[src/hw/rtl/gdno_pkg.sv]
// Shared types, constants and calendar tables for the Gregorian date normalizer.
// Used by gdno_ctrl, gdno_datapath and gregorian_date_normalize_offset.
// No dependencies.
package gdno_pkg;

   localparam int REQ_DATA_W = 96;
   localparam int RSP_DATA_W = 48;
   localparam int YP_W       = 15;
   localparam int DNUM_W     = 24;
   localparam int DOY_W      = 9;
   localparam int DIST_W     = 22;

   localparam logic OP_SHIFT    = 1'b0;
   localparam logic OP_DISTANCE = 1'b1;

   localparam logic [8:0]      MON_BIAS      = 9'd131;
   localparam logic [7:0]      RECIP_12      = 8'd171;
   localparam logic [14:0]     RECIP_100     = 15'd20972;
   localparam logic [8:0]      DAYS_PER_YEAR = 9'd365;
   localparam logic [YP_W-1:0] YEAR_BIAS     = 15'd389;
   localparam logic [YP_W-1:0] ERA_YEARS     = 15'd400;
   localparam logic [YP_W-1:0] YP_MIN        = 15'd401;
   localparam logic [YP_W-1:0] YP_MAX        = 15'd10399;
   localparam logic [YP_W-1:0] SEARCH_TOP    = 15'h4000;

   typedef struct packed {
      logic load_in;
      logic wrap;
      logic place;
      logic mul;
      logic fwd;
      logic step;
      logic finish;
      logic emit;
      logic sel;
   } gdno_cmd_type;

   typedef struct packed {
      logic op;
      logic last_step;
      logic out_free;
   } gdno_status_type;

   // First day of each month within a year that starts on March 1.
   function automatic logic [DOY_W-1:0] month_start(input logic [3:0] mp);
      logic [DOY_W-1:0] r;
      case (mp)
         4'd0:    r = 9'd0;
         4'd1:    r = 9'd31;
         4'd2:    r = 9'd61;
         4'd3:    r = 9'd92;
         4'd4:    r = 9'd122;
         4'd5:    r = 9'd153;
         4'd6:    r = 9'd184;
         4'd7:    r = 9'd214;
         4'd8:    r = 9'd245;
         4'd9:    r = 9'd275;
         4'd10:   r = 9'd306;
         4'd11:   r = 9'd337;
         default: r = 9'd0;
      endcase
      return r;
   endfunction

   // Day within the March-based year of the first of a month, month counted from January = 0.
   function automatic logic [DOY_W-1:0] doy_of_month(input logic [3:0] mon0);
      logic [DOY_W-1:0] r;
      case (mon0)
         4'd0:    r = 9'd306;
         4'd1:    r = 9'd337;
         default: r = month_start(mon0 - 4'd2);
      endcase
      return r;
   endfunction

endpackage

[src/hw/rtl/gdno_ctrl.sv]
// Sequencer of the date normalizer: walks each date through wrap, forward count,
// year search and split, then hands the result to the output register.
// Depends on gdno_pkg.
module gdno_ctrl (
   input  logic                      clock,
   input  logic                      reset,
   input  logic                      req_tvalid,
   output logic                      req_tready,
   input  gdno_pkg::gdno_status_type status,
   output gdno_pkg::gdno_cmd_type    cmd
);
   import gdno_pkg::*;

   typedef enum logic [9:0] {
      ST_IDLE  = 10'b0000000001,
      ST_WRAP  = 10'b0000000010,
      ST_PLACE = 10'b0000000100,
      ST_MUL   = 10'b0000001000,
      ST_FWD   = 10'b0000010000,
      ST_SMUL  = 10'b0000100000,
      ST_SCMP  = 10'b0001000000,
      ST_RMUL  = 10'b0010000000,
      ST_REM   = 10'b0100000000,
      ST_DONE  = 10'b1000000000
   } state_type;

   state_type state_ff, state_in;
   logic      sel_ff, sel_in;

   always_ff @(posedge clock) begin
      if (reset) begin
         state_ff <= ST_IDLE;
         sel_ff   <= 1'b0;
      end else begin
         state_ff <= state_in;
         sel_ff   <= sel_in;
      end
   end

   always_comb begin
      state_in = state_ff;
      sel_in   = sel_ff;
      case (state_ff)
         ST_IDLE: begin
            sel_in = 1'b0;
            if (req_tvalid) begin
               state_in = ST_WRAP;
            end
         end
         ST_WRAP:  state_in = ST_PLACE;
         ST_PLACE: state_in = ST_MUL;
         ST_MUL:   state_in = ST_FWD;
         ST_FWD:   state_in = ST_SMUL;
         ST_SMUL:  state_in = ST_SCMP;
         ST_SCMP: begin
            state_in = status.last_step ? ST_RMUL : ST_SMUL;
         end
         ST_RMUL:  state_in = ST_REM;
         ST_REM: begin
            if (!sel_ff && status.op == OP_DISTANCE) begin
               sel_in   = 1'b1;
               state_in = ST_WRAP;
            end else begin
               state_in = ST_DONE;
            end
         end
         ST_DONE: begin
            if (status.out_free) begin
               state_in = ST_IDLE;
            end
         end
         default:  state_in = ST_IDLE;
      endcase
   end

   assign req_tready = (state_ff == ST_IDLE);

   always_comb begin
      cmd         = '0;
      cmd.load_in = (state_ff == ST_IDLE) && req_tvalid;
      cmd.wrap    = (state_ff == ST_WRAP);
      cmd.place   = (state_ff == ST_PLACE);
      cmd.mul     = (state_ff == ST_MUL) || (state_ff == ST_SMUL) || (state_ff == ST_RMUL);
      cmd.fwd     = (state_ff == ST_FWD);
      cmd.step    = (state_ff == ST_SCMP);
      cmd.finish  = (state_ff == ST_REM);
      cmd.emit    = (state_ff == ST_DONE) && status.out_free;
      cmd.sel     = sel_ff;
   end

endmodule

[src/hw/rtl/gdno_datapath.sv]
// Datapath of the date normalizer: input registers, month wrap, shared start-of-year
// unit, bitwise year search, month split and the result register.
// Depends on gdno_pkg.
module gdno_datapath (
   input  logic                                  clock,
   input  logic                                  reset,
   input  gdno_pkg::gdno_cmd_type                cmd,
   output gdno_pkg::gdno_status_type             status,
   input  logic [gdno_pkg::REQ_DATA_W-1:0]       req_tdata,
   input  logic                                  req_tuser,
   output logic                                  rsp_tvalid,
   input  logic                                  rsp_tready,
   output logic [gdno_pkg::RSP_DATA_W-1:0]       rsp_tdata,
   output logic                                  rsp_tuser
);
   import gdno_pkg::*;

   logic signed [15:0] req_day, req_off, req_day2;
   logic signed [7:0]  req_mon, req_mon2;
   logic [13:0]        req_yr, req_yr2;

   assign req_day  = req_tdata[15:0];
   assign req_mon  = req_tdata[23:16];
   assign req_yr   = req_tdata[37:24];
   assign req_off  = req_tdata[53:38];
   assign req_day2 = req_tdata[69:54];
   assign req_mon2 = req_tdata[77:70];
   assign req_yr2  = req_tdata[91:78];

   logic               op_ff;
   logic signed [16:0] day1_ff;
   logic signed [15:0] day2_ff;
   logic signed [7:0]  mon1_ff, mon2_ff;
   logic [13:0]        yr1_ff, yr2_ff;

   logic [8:0]         mon_x_ff;
   logic [4:0]         qy_ff;
   logic [DOY_W-1:0]   doy_ff;
   logic [YP_W-1:0]    cand_ff, acc_ff, mask_ff;
   logic [DNUM_W-1:0]  prod_year_ff;
   logic [8:0]         q100_ff;
   logic [6:0]         q400_ff;
   logic [DNUM_W-1:0]  dnum_ff, dnum1_ff;

   logic [4:0]         res_day_ff;
   logic [3:0]         res_mon_ff;
   logic [13:0]        res_yr_ff;
   logic               bad1_ff, bad2_ff;

   logic               rsp_valid_ff;
   logic [4:0]         rsp_day_ff;
   logic [3:0]         rsp_mon_ff;
   logic [13:0]        rsp_yr_ff;
   logic [DIST_W-1:0]  rsp_dist_ff;
   logic               rsp_ovf_ff;

   // Operand selection for the date being worked on.
   logic signed [16:0] raw_day;
   logic signed [7:0]  raw_mon;
   logic [13:0]        raw_yr;

   assign raw_day = cmd.sel ? 17'(day2_ff) : day1_ff;
   assign raw_mon = cmd.sel ? mon2_ff : mon1_ff;
   assign raw_yr  = cmd.sel ? yr2_ff : yr1_ff;

   logic signed [16:0] shifted_day;
   assign shifted_day = 17'(req_day) + 17'(req_off);

   // Month wrap: floor division by twelve through a reciprocal product.
   logic [8:0]  mon_x;
   logic [16:0] prod12;
   assign mon_x  = 9'(raw_mon) + MON_BIAS;
   assign prod12 = 17'(mon_x) * 17'(RECIP_12);

   logic [8:0]      twelve_q, mon_rem;
   logic [3:0]      mon0;
   logic [YP_W-1:0] year_shift;
   assign twelve_q   = {1'b0, qy_ff, 3'b000} + {2'b00, qy_ff, 2'b00};
   assign mon_rem    = mon_x_ff - twelve_q;
   assign mon0       = mon_rem[3:0];
   assign year_shift = {1'b0, raw_yr} + {10'b0, qy_ff} + YEAR_BIAS
                       - {14'b0, (mon0 < 4'd2)};

   // Start-of-year unit: days before March 1 of the biased year held in cand_ff.
   logic [DNUM_W-1:0] prod_year;
   logic [29:0]       prod_cent;
   logic [DNUM_W-1:0] start_day;
   assign prod_year = DNUM_W'(cand_ff) * DNUM_W'(DAYS_PER_YEAR);
   assign prod_cent = 30'(cand_ff) * 30'(RECIP_100);
   assign start_day = prod_year_ff + DNUM_W'(cand_ff[YP_W-1:2])
                      - DNUM_W'(q100_ff) + DNUM_W'(q400_ff);

   logic signed [24:0] dsum;
   assign dsum = $signed({1'b0, start_day}) + $signed({16'b0, doy_ff})
                 + 25'(raw_day) - 25'sd1;

   logic            take;
   logic [YP_W-1:0] acc_next;
   assign take     = (start_day <= dnum_ff);
   assign acc_next = take ? cand_ff : acc_ff;

   // Split of the remaining days into month and day.
   logic [DOY_W-1:0] rem_days, day_tmp;
   logic [3:0]       mp, civ_mon;
   logic [YP_W-1:0]  civ_year, year_unbias;
   logic             year_bad;

   assign rem_days = dnum_ff[DOY_W-1:0] - start_day[DOY_W-1:0];

   always_comb begin
      mp = 4'd0;
      for (int i = 1; i < 12; i++) begin
         if (rem_days >= month_start(4'(i))) begin
            mp = mp + 4'd1;
         end
      end
   end

   assign day_tmp     = rem_days - month_start(mp) + 9'd1;
   assign civ_mon     = (mp < 4'd10) ? mp + 4'd3 : mp - 4'd9;
   assign civ_year    = cand_ff + {14'b0, (mp >= 4'd10)};
   assign year_bad    = (civ_year < YP_MIN) || (civ_year > YP_MAX);
   assign year_unbias = civ_year - ERA_YEARS;

   logic              ovf;
   logic [DNUM_W-1:0] dist_full;
   assign ovf       = bad1_ff || (op_ff == OP_DISTANCE && bad2_ff);
   assign dist_full = (dnum1_ff >= dnum_ff) ? dnum1_ff - dnum_ff : dnum_ff - dnum1_ff;

   always_ff @(posedge clock) begin
      if (cmd.load_in) begin
         op_ff   <= req_tuser;
         day1_ff <= (req_tuser == OP_SHIFT) ? shifted_day : 17'(req_day);
         mon1_ff <= req_mon;
         yr1_ff  <= req_yr;
         day2_ff <= req_day2;
         mon2_ff <= req_mon2;
         yr2_ff  <= req_yr2;
      end
      if (cmd.wrap) begin
         mon_x_ff <= mon_x;
         qy_ff    <= prod12[15:11];
      end
      if (cmd.place) begin
         doy_ff <= doy_of_month(mon0);
      end
      if (cmd.mul) begin
         prod_year_ff <= prod_year;
         q100_ff      <= prod_cent[29:21];
         q400_ff      <= prod_cent[29:23];
      end
      if (cmd.place) begin
         cand_ff <= year_shift;
      end else if (cmd.fwd) begin
         cand_ff <= SEARCH_TOP;
      end else if (cmd.step) begin
         cand_ff <= acc_next | (mask_ff >> 1);
      end
      if (cmd.fwd) begin
         dnum_ff <= dsum[DNUM_W-1:0];
         acc_ff  <= '0;
         mask_ff <= SEARCH_TOP;
      end else if (cmd.step) begin
         acc_ff  <= acc_next;
         mask_ff <= mask_ff >> 1;
      end
      if (cmd.finish) begin
         if (cmd.sel) begin
            bad2_ff <= year_bad;
         end else begin
            bad1_ff    <= year_bad;
            dnum1_ff   <= dnum_ff;
            res_day_ff <= day_tmp[4:0];
            res_mon_ff <= civ_mon;
            res_yr_ff  <= year_unbias[13:0];
         end
      end
      if (cmd.emit) begin
         rsp_ovf_ff  <= ovf;
         rsp_day_ff  <= ovf ? 5'd0 : res_day_ff;
         rsp_mon_ff  <= ovf ? 4'd0 : res_mon_ff;
         rsp_yr_ff   <= ovf ? 14'd0 : res_yr_ff;
         rsp_dist_ff <= (ovf || op_ff == OP_SHIFT) ? '0 : dist_full[DIST_W-1:0];
      end
   end

   always_ff @(posedge clock) begin
      if (reset) begin
         rsp_valid_ff <= 1'b0;
      end else if (cmd.emit) begin
         rsp_valid_ff <= 1'b1;
      end else if (rsp_tready) begin
         rsp_valid_ff <= 1'b0;
      end
   end

   assign status.op        = op_ff;
   assign status.last_step = mask_ff[0];
   assign status.out_free  = !rsp_valid_ff || rsp_tready;

   assign rsp_tvalid = rsp_valid_ff;
   assign rsp_tdata  = {3'b000, rsp_dist_ff, rsp_yr_ff, rsp_mon_ff, rsp_day_ff};
   assign rsp_tuser  = rsp_ovf_ff;

endmodule

[src/hw/rtl/gregorian_date_normalize_offset.sv]
// Top level of the Gregorian date normalizer with day offset and day distance.
// Joins the sequencer gdno_ctrl and the datapath gdno_datapath; depends on gdno_pkg.
//
//   channel  direction  tdata (lowest bit up)                              tuser
//   req_     in         day_in 16, month_in 8, year_in 14, offset_days 16,  operation
//                       other_day 16, other_month 8, other_year 14, pad 4
//   rsp_     out        day_out 5, month_out 4, year_out 14,                overflow
//                       distance_days 22, pad 3
//
// Most of the work on each date is the 15-step year search, each step a multiply
// state and then a compare state through the one shared start-of-year multiplier unit.
// A finished result waits in the output register; a new beat is accepted meanwhile
// and holds in its last state only until that register frees.
// Reset is synchronous and active high and clears the sequencer and output valid.
module gregorian_date_normalize_offset (
   input  logic                                  clock,
   input  logic                                  reset,
   input  logic                                  req_tvalid,
   output logic                                  req_tready,
   input  logic [gdno_pkg::REQ_DATA_W-1:0]       req_tdata,  // day_in, month_in, year_in,
                                                             // offset_days, other_day,
                                                             // other_month, other_year
   input  logic                                  req_tuser,  // operation
   output logic                                  rsp_tvalid,
   input  logic                                  rsp_tready,
   output logic [gdno_pkg::RSP_DATA_W-1:0]       rsp_tdata,  // day_out, month_out,
                                                             // year_out, distance_days
   output logic                                  rsp_tuser   // overflow
);
   import gdno_pkg::*;

   gdno_cmd_type    cmd;
   gdno_status_type status;

   gdno_ctrl u_ctrl (
      .clock      (clock),
      .reset      (reset),
      .req_tvalid (req_tvalid),
      .req_tready (req_tready),
      .status     (status),
      .cmd        (cmd)
   );

   gdno_datapath u_datapath (
      .clock      (clock),
      .reset      (reset),
      .cmd        (cmd),
      .status     (status),
      .req_tdata  (req_tdata),
      .req_tuser  (req_tuser),
      .rsp_tvalid (rsp_tvalid),
      .rsp_tready (rsp_tready),
      .rsp_tdata  (rsp_tdata),
      .rsp_tuser  (rsp_tuser)
   );

   a_busy_after_accept: assert property (@(posedge clock) disable iff (reset)
      (req_tvalid && req_tready) |=> !req_tready)
      else $error("input accepted while a beat is still in work");

   a_overflow_zeroes: assert property (@(posedge clock) disable iff (reset)
      (rsp_tvalid && rsp_tuser) |-> (rsp_tdata[44:0] == 45'd0))
      else $error("overflow result carries nonzero fields");

   a_valid_date: assert property (@(posedge clock) disable iff (reset)
      (rsp_tvalid && !rsp_tuser) |->
         (rsp_tdata[4:0] != 5'd0 && rsp_tdata[8:5] != 4'd0 && rsp_tdata[8:5] <= 4'd12))
      else $error("normal result holds an impossible day or month");

endmodule
[config.mk]
export PLATFORM = sky130hd
export DESIGN_NAME = gregorian_date_normalize_offset
export DESIGN_NICKNAME = d
export VERILOG_FILES = /design/src/hw/rtl/gdno_pkg.sv /design/src/hw/rtl/gdno_ctrl.sv /design/src/hw/rtl/gdno_datapath.sv /design/src/hw/rtl/gregorian_date_normalize_offset.sv
export SDC_FILE = /design/constraint.sdc
export NUM_CORES = 1
export LEC_CHECK = 0
export BUFFER_PORTS_ARGS = -buffer_cell sky130_fd_sc_hd__buf_2
export CORE_UTILIZATION = 64
export CTS_CLUSTER_DIAMETER = 50
export DETAILED_ROUTE_END_ITERATION = 10
export PLACE_DENSITY = 0.83
export SLEW_MARGIN = 20
export SYNTH_ARGS = -nofsm -noshare
export SYNTH_HDL_FRONTEND = slang
export SYNTH_SLANG_ARGS = --single-unit
[constraint.sdc]
create_clock -name clock -period 13.55 [get_ports clock]
set_input_delay 1.355 -clock clock [delete_from_list [all_inputs] [get_ports clock]]
set_output_delay 1.355 -clock clock [all_outputs]
set_load 0.1 [all_outputs]
---- Yosys cells after proc, flatten, opt, wreduce, memory -nomap -nowiden ----
Memories as Yosys holds them, arrays and structs flattened.
Cells that the tools add are included.
word-level totals
  register bits after elaboration ......... 312
  latch bits .............................. 0
  RAM bits ................................ 0
  ROM bits ................................ 288
  bits of input ports ..................... 101
  output and inout bits ................... 51
  logic and storage cells ................. 155
  memories ................................ 2
memory list
  name             depth  bits a word  rd ports  clocked after memory_dff  wr ports  RTL line        RTL
  (no name shown)  16     9            1         0                         0         gdno_pkg.sv:47  case (mp)
  (no name shown)  16     9            1         0                         0         gdno_pkg.sv:47
cells by class
  $add $sub $neg .......................... 33
  $mul .................................... 3
  div/mod/pow operators ................... 0
  magnitude comparators ................... 18
  equal/unequal tests ..................... 14
  shift operators ......................... 0
  mux-type cells .......................... 31
  bitwise logic cells ..................... 3
  reduce and logical (&&, ||, !) cells .... 20
operators by type and width
  kind                                                                number
  case mux 10 bit (10 select lines)                                   1
  two-way mux 15 bit                                                  4
  two-way mux 4 bit                                                   11
  subtractor 22 bit                                                   2
  adder 4 x 1 -> 4 bit (second input constant)                        9
  greater-or-equal comparator 9 x 8 -> 1 bit (second input constant)  4
  two-way mux 17 bit                                                  2
  two-way mux 10 bit                                                  3
  multiplier 15 x 13 -> 28 bit (second input constant)                1
  greater-or-equal comparator 9 bit (second input constant)           3
  adder 24 x 13 -> 24 bit                                             1
  adder 24 x 17 -> 24 bit                                             1
  adder 24 x 7 -> 24 bit                                              1
  adder 24 x 9 -> 24 bit                                              1
  greater-or-equal comparator 24 bit                                  1
  less-or-equal comparator 24 bit                                     1
  multiplier 15 x 9 -> 24 bit (second input constant)                 1
  subtractor 24 x 2 -> 24 bit (second input constant)                 1
  subtractor 24 x 9 -> 24 bit                                         1
  two-way mux 22 bit                                                  1
  greater-or-equal comparator 9 x 7 -> 1 bit (second input constant)  2
  case mux 9 bit (2 select lines)                                     1
  adder 16 x 16 -> 17 bit                                             1
  multiplier 9 x 8 -> 16 bit (second input constant)                  1
  other kinds (48)                                                    67

---- Logic depth before layout (Yosys ltp) ----
  word-level depth ........................ 30
  mapped depth ............................ 58
  depth with buffers taken out ............ 56

---- By module ----
From an unflattened synthesis, not the netlist that was laid out.
second synthesis, totals
  cell total of the unflattened synthesis .. 2816
  area, all modules ....................... 28489.8 um^2
modules (own cells, without submodules)
  module         times used  cells each  area an instance (um^2)  sequential area each (um^2)
  gdno_datapath  1           2745        27855.5                  8518.2
  gdno_ctrl      1           71          634.4                    220.2

---- Worst setup path before layout ----
Ideal clock, no wire load.
  kind .................................... register to register
  from .................................... register u_datapath.q400_ff[1]
  to ...................................... register u_datapath.bad1_ff, data pin
  setup time .............................. 0.263 ns
  arrival ................................. 10.429 ns
  data required time ...................... 13.287 ns
  setup slack ............................. 2.858 ns
  stages on the path, launching flop included .. 56
  buffers on the path ..................... 1
  period minus slack after synthesis ...... 10.692 ns
  cells stage by stage .................... edfxtp_1 -> fa_1 -> inv_1 -> fa_1 -> inv_1 -> ha_1 -> inv_1 -> fa_1 -> nor2b_1 -> o21ai_0 -> a21boi_0 -> o21ai_0 -> nand2_1 -> xor2_1 -> ha_1 -> nand4_1 -> a211oi_1 -> nor3_2 -> [... 20 more ...] -> a21oi_1 -> ha_1 -> nand2_1 -> o31ai_1 -> ha_1 -> mux2i_1 -> inv_1 -> ha_1 -> o31a_2 -> ha_1 -> and4_1 -> and3_1 -> xnor2_1 -> and2_1 -> nand2_1 -> o21bai_1 -> a21oi_1 -> a211o_1
between the ends
  word-level cells in the longest chain between the ends .. 28
  elaborated cells between the ends (all ways) .. 39
  those cells by class .................... 13 x add/sub; 14 x order compare; 11 x mux; 1 x reduce/logical
RTL lines
  element                                                                                           RTL line              RTL
  start, declared                                                                                   gdno_datapath.sv:42   logic [6:0] q400_ff;
  start signal, assigned                                                                            gdno_datapath.sv:150  q400_ff <= prod_cent[29:23];
  adder 24 x 7 -> 24 bit (*)                                                                        gdno_datapath.sv:91   - DNUM_W'(q100_ff) + DNUM_W'(q400_ff);
  subtractor 9 bit (*)                                                                              gdno_datapath.sv:108  assign rem_days = dnum_ff[DOY_W-1:0] - start_day[DOY_W-1:0];
  greater-or-equal comparator 9 x 5 -> 1 bit                                                        gdno_datapath.sv:113  if (rem_days >= month_start(4'(i))) begin
  two-way mux 1 bit                                                                                 gdno_datapath.sv:113
  adder 1 x 1 -> 2 bit                                                                              gdno_datapath.sv:114  mp = mp + 4'd1;
  two-way mux 4 bit                                                                                 gdno_datapath.sv:113
  adder 4 x 1 -> 4 bit                                                                              gdno_datapath.sv:114
  two-way mux 4 bit                                                                                 gdno_datapath.sv:113
  [... 13 more ...]                                                                                 --
  two-way mux 4 bit                                                                                 gdno_datapath.sv:113
  adder 4 x 1 -> 4 bit                                                                              gdno_datapath.sv:114
  two-way mux 4 bit (*)                                                                             gdno_datapath.sv:113
  greater-or-equal comparator 4 bit (*)                                                             gdno_datapath.sv:121  assign civ_year = cand_ff + {14'b0, (mp >= 4'd10)};
  adder 15 x 1 -> 15 bit (*)                                                                        gdno_datapath.sv:121
  less-than comparator 15 x 9 -> 1 bit or greater-than comparator 15 x 14 -> 1 bit (tied branches)  gdno_datapath.sv:122  assign year_bad = (civ_year < YP_MIN) || (civ_year > YP_MAX);
  logical OR 1 bit (*)                                                                              gdno_datapath.sv:122
  named net u_datapath.year_bad                                                                     gdno_datapath.sv:106  logic year_bad;
  end signal, assigned                                                                              gdno_datapath.sv:171  bad1_ff <= year_bad;
  end, declared                                                                                     gdno_datapath.sv:48   logic bad1_ff, bad2_ff;
Mark *: on every way through the listed nets, which the timed path passes. The rest lies on a longest branch.
A chain may end at the register's enable or synchronous reset.

---- Worst setup path after layout ----
  from .................................... register u_datapath.cand_ff[4]
  to ...................................... register u_datapath.bad2_ff, data pin
between the ends
  word-level cells in the longest chain between the ends .. 30
  elaborated cells between the ends (all ways) .. 41
  those cells by class .................... 15 x add/sub; 14 x order compare; 11 x mux; 1 x reduce/logical
RTL lines
  element                                                                                           RTL line              RTL
  start, declared                                                                                   gdno_datapath.sv:39   logic [YP_W-1:0] cand_ff, acc_ff, mask_ff;
  start signal, assigned                                                                            gdno_datapath.sv:153  cand_ff <= year_shift;
  start signal, assigned                                                                            gdno_datapath.sv:157  cand_ff <= acc_next | (mask_ff >> 1);
  adder 24 x 13 -> 24 bit                                                                           gdno_datapath.sv:90   assign start_day = prod_year_ff + DNUM_W'(cand_ff[YP_W-1:2])
  subtractor 24 x 9 -> 24 bit                                                                       gdno_datapath.sv:91
  adder 24 x 7 -> 24 bit                                                                            gdno_datapath.sv:91
  subtractor 9 bit                                                                                  gdno_datapath.sv:108
  greater-or-equal comparator 9 x 5 -> 1 bit                                                        gdno_datapath.sv:113
  two-way mux 1 bit                                                                                 gdno_datapath.sv:113
  adder 1 x 1 -> 2 bit                                                                              gdno_datapath.sv:114
  two-way mux 4 bit                                                                                 gdno_datapath.sv:113
  [... 15 more ...]                                                                                 --
  two-way mux 4 bit                                                                                 gdno_datapath.sv:113
  adder 4 x 1 -> 4 bit                                                                              gdno_datapath.sv:114
  two-way mux 4 bit                                                                                 gdno_datapath.sv:113
  greater-or-equal comparator 4 bit                                                                 gdno_datapath.sv:121
  adder 15 x 1 -> 15 bit (*)                                                                        gdno_datapath.sv:121
  less-than comparator 15 x 9 -> 1 bit or greater-than comparator 15 x 14 -> 1 bit (tied branches)  gdno_datapath.sv:122
  logical OR 1 bit (*)                                                                              gdno_datapath.sv:122
  named net u_datapath.year_bad                                                                     gdno_datapath.sv:106
  end signal, assigned                                                                              gdno_datapath.sv:169  bad2_ff <= year_bad;
  end, declared                                                                                     gdno_datapath.sv:48
Marks and branches as above.

==> flow_summary.ini <==
[status]
run_status = finished, violations left
failed_checks = design-rule violations

[die]
core_area_um2 = 42980
dieHeight_um = 210.7
fp.dieArea_um2 = 44400
initial_utilization_pct = 64.86
io_pins = 152
std_cell_rows = 76
die_extent_in_x_um = 210.7

[worst_setup_path]
critical-path-top-delay-family = adder cells
worstReg2RegEnd = u_datapath.bad2_ff
worstSetupStartpointType = register
critPathSlowestCell = sky130_fd_sc_hd__a211oi_2
cp_common_cell = sky130_fd_sc_hd__ha_1
reg2reg_depth = 49
worst-endpoint-arrival_ns = 12.56
critical_path.n_buffers_inverters = 3
r2r_setup_slack_ns = 1.28
worstReg2RegStart = u_datapath.cand_ff[4]
criticalPathCategory = register to register
setup.worst_path.end_class = register
critical_path.max_stage_delay_ns = 0.75
worst-endpoint-required_ns = 13.84
critical_path_peak_fanout = 12

[hold_path]
min_path_cells = 0
timing.hold.worst.class = register to register
holdCritStartpoint = u_datapath.dnum_ff[22]
endpoint_of_the_worst_hold_timing_path = u_datapath.dnum1_ff[22]

[yosys]
synth_area_per_inst_um2 = 10.28
yosys_register_bits = 305
synth-main-ff-cell = sky130_fd_sc_hd__edfxtp_1
synthesis.yosys.warnings = 0
sequential_cell_area_fraction_in_the_yosys_report_pct = 31.34
ys_types = 95
syn_area_um2 = 27880
postSynthCellCount = 2713
number_of_synthesized_flops_with_an_enable_pin = 263
ys_async_sr_fraction_pct = 0

[routing]
detail_route.wl_per_cell_um = 16.96
dr_total_vias = 19646
via_per_inst = 5.639
route.detailed.drc = 1
met3WireLength_um = 2991
m1WireLength_um = 25120
antenna_left = 0
drtIter0Drc = 1326
routed_wirelength_um = 59080
route.met2.wl_um = 29210
routed.top_layer = met4
drtPass1Iterations = 8

[global_routing]
grt_pass1_vias = 19978
globalRouteTotalUtil_pct = 27.31
antenna_found_initial = 2
grt_start_max_net_pins = 79
grt_first_pass_wirelength_um = 95900
grt_overflow_total = 0

[cts]
cts.hold.buffers_added = 0
cts_setup_buffers = 0
clk_transition_reported_paths_ns = 0.06
clkSinkCount = 305
cts_made_buffers = 41
cts-root-to-sink-buffers = 3
clock_tree.htree_level_count = 2
worst_skew_pair_later_pin_latency_ns = 0.55
tritoncts_clock_tree = built
cts_root_buf = sky130_fd_sc_hd__clkbuf_16
postCtsResizedCells = 0

[place]
dp.final_hpwl_um = 47780
dp_slack_ns = 1.450
port_buffers = 144
gp_routability_congestion = 0.9450

[layout]
layout.nets = 3573
drive_gt1_share_pct = 9.907
fillCellCount = 3167
areaGrowthSynthToFinish_pct = 9.712

[sta]
finalHoldViolations = 0
unrepaired_setup_endpoints_after_global_routing = false
finalCriticalPeriod_ns = 12.27
max_slew.worst_pin.slew_ns = 0.8932
final.setup.worst_slack_ns = 1.277
min_period_over_period_pct = 90.58
max_freq_ghz = 0.08148
timing.clock.skew_ns = 0.01194
setup_violations = 0
slew_viol_final = 0
timing.max_slew.rel_slack_pct = 38.75
finalSetupTns_ns = 0

[job]
timing.max_cap.violations = 0

[pwr]
power.static_leakage_nw = 14.53
max-vdd-ir-drop_uv = 195.0
power-per-cell-area_nw_per_um2 = 158.1
stage by stage:
stage	cell area, um^2	hold slack [ns]	utilization (%)	cells	total power [mW]
after floorplan	27890	0.4264	-	2715	3.250
after global placement	29280	0.4357	68.12	3409	3.641
after detailed placement	29280	0.4425	68.12	3409	3.793
after CTS	30580	0.4603	71.15	3482	4.851
after global routing	30590	0.4804	71.16	3484	5.223
final	30590	0.4684	71.16	3484	4.836
cells in the mapped netlist (6+ instances only):
library cell | n | area share, %
sky130_fd_sc_hd__a21boi_0 | 17 | 0.46
sky130_fd_sc_hd__a21o_1 | 62 | 1.7
sky130_fd_sc_hd__a21oi_1 | 133 | 2.4
sky130_fd_sc_hd__a31oi_1 | 15 | 0.34
sky130_fd_sc_hd__a32o_1 | 6 | 0.22
sky130_fd_sc_hd__and2_1 | 38 | 0.85
sky130_fd_sc_hd__and3_1 | 17 | 0.38
sky130_fd_sc_hd__clkbuf_1 | 38 | 0.51
sky130_fd_sc_hd__dfxtp_1 | 42 | 3.0
sky130_fd_sc_hd__edfxtp_1 | 263 | 28
sky130_fd_sc_hd__fa_1 | 162 | 12
sky130_fd_sc_hd__ha_1 | 443 | 20
sky130_fd_sc_hd__inv_1 | 474 | 6.4
sky130_fd_sc_hd__mux2_2 | 11 | 0.44
sky130_fd_sc_hd__mux2i_1 | 75 | 2.7
sky130_fd_sc_hd__nand2_1 | 114 | 1.5
sky130_fd_sc_hd__nand2b_1 | 34 | 0.76
sky130_fd_sc_hd__nand3_1 | 33 | 0.59
sky130_fd_sc_hd__nand4_1 | 19 | 0.43
sky130_fd_sc_hd__nand4b_1 | 7 | 0.22
sky130_fd_sc_hd__nor2_1 | 188 | 2.5
sky130_fd_sc_hd__nor2b_1 | 35 | 0.79
sky130_fd_sc_hd__nor3_1 | 26 | 0.47
sky130_fd_sc_hd__nor3b_1 | 8 | 0.22
sky130_fd_sc_hd__o2111ai_1 | 7 | 0.22
sky130_fd_sc_hd__o211ai_1 | 10 | 0.27
sky130_fd_sc_hd__o21a_1 | 22 | 0.59
sky130_fd_sc_hd__o21ai_0 | 96 | 1.7
sky130_fd_sc_hd__o21bai_1 | 11 | 0.30
sky130_fd_sc_hd__o31ai_1 | 12 | 0.32
sky130_fd_sc_hd__or2_2 | 6 | 0.13
sky130_fd_sc_hd__xnor2_1 | 119 | 3.7
sky130_fd_sc_hd__xor2_1 | 42 | 1.3
kinds of logic (layout without fill, tap and decap cells):
logic type | after synthesis | in the layout | share of synthesized area, %
compound gates | 460 | 460 | 10.88
flops | 305 | 305 | 31.34
other cells | 1 | 5 | 0.01345
xor+xnor | 173 | 173 | 6.014
mux | 87 | 87 | 3.191
simple gates | 552 | 552 | 9.748
fa+ha+maj | 607 | 607 | 31.59
buf+inv | 528 | 710 | 7.226
where the power goes:
| part | switching, mW | internal (mW) |
|---|---|---|
| Clock | 0.411 | 0.621 |
| Sequential | 0.0333 | 1.25 |
| Combinational | 1.44 | 1.08 |
| Total | 1.89 | 2.95 |
cell usage in the layout (no fill, tap or decap), types with 62 or more instances in the layout:
| cell | n |
|---|---|
| sky130_fd_sc_hd__buf_2 | 144 |
| sky130_fd_sc_hd__edfxtp_1 | 263 |
| sky130_fd_sc_hd__ha_1 | 443 |
| sky130_fd_sc_hd__a21o_1 | 62 |
| sky130_fd_sc_hd__a21oi_1 | 132 |
| sky130_fd_sc_hd__fa_1 | 162 |
| sky130_fd_sc_hd__nor2_1 | 185 |
| sky130_fd_sc_hd__nand2_1 | 114 |
| sky130_fd_sc_hd__o21ai_0 | 96 |
| sky130_fd_sc_hd__mux2i_1 | 75 |
| sky130_fd_sc_hd__xnor2_1 | 119 |
| sky130_fd_sc_hd__inv_1 | 473 |
per-layer routing:
metal,track usage (%),vias to the layer above
li1,-,9563
met1,34.19,9478
met2,48.16,486
met3,4.371,119
met4,8.871,0
met5,0,-
registers in the layout (all words and copies together) (netlist names), 5 cells and up:
| register | count |
|---|---|
| u_datapath.acc_ff | 15 |
| u_datapath.q400_ff | 7 |
| u_datapath.yr2_ff | 14 |
| u_datapath.mon1_ff | 8 |
| u_datapath.mon2_ff | 8 |
| u_datapath.prod_year_ff | 24 |
| u_datapath.cand_ff | 15 |
| u_datapath.qy_ff | 5 |
| u_datapath.mask_ff | 15 |
| u_datapath.res_day_ff | 5 |
| u_datapath.res_yr_ff | 14 |
| u_datapath.doy_ff | 9 |
| u_datapath.day1_ff | 17 |
| u_datapath.rsp_day_ff | 5 |
| u_datapath.rsp_yr_ff | 14 |
| u_datapath.dnum_ff | 24 |
| u_ctrl.state_ff | 10 |
| u_datapath.yr1_ff | 14 |
| u_datapath.rsp_dist_ff | 22 |
| u_datapath.dnum1_ff | 24 |
| u_datapath.day2_ff | 16 |
worst max-delay path by stage:
stage                          startpoint            endpoint  slack, ns  depth (start not counted)
finish              u_datapath.cand_ff[4]  u_datapath.bad2_ff       1.28                         49
global route        u_datapath.cand_ff[4]  u_datapath.bad1_ff       0.53                         49
CTS                 u_datapath.cand_ff[4]  u_datapath.bad2_ff       1.40                         49
detailed placement  u_datapath.cand_ff[4]  u_datapath.bad2_ff       1.45                         49
global placement    u_datapath.cand_ff[4]  u_datapath.bad2_ff       1.86                         49
floorplan           u_datapath.q400_ff[1]  u_datapath.bad1_ff       2.86                         55
final cells by class:
type	instances	area, um^2	area share [%]
Multi-Input combinational cell	1882	17170	56.14
Sequential cell	305	8740	28.57
Inverter	475	1783	5.829
Clock buffer	48	1052	3.440
Timing Repair Buffer	162	855.8	2.798
Tap cell	585	732.0	2.393
Clock inverter	25	249.0	0.8140
Antenna cell	2	5.005	0.01636
Note: power is estimated with default switching activity, not from simulation.
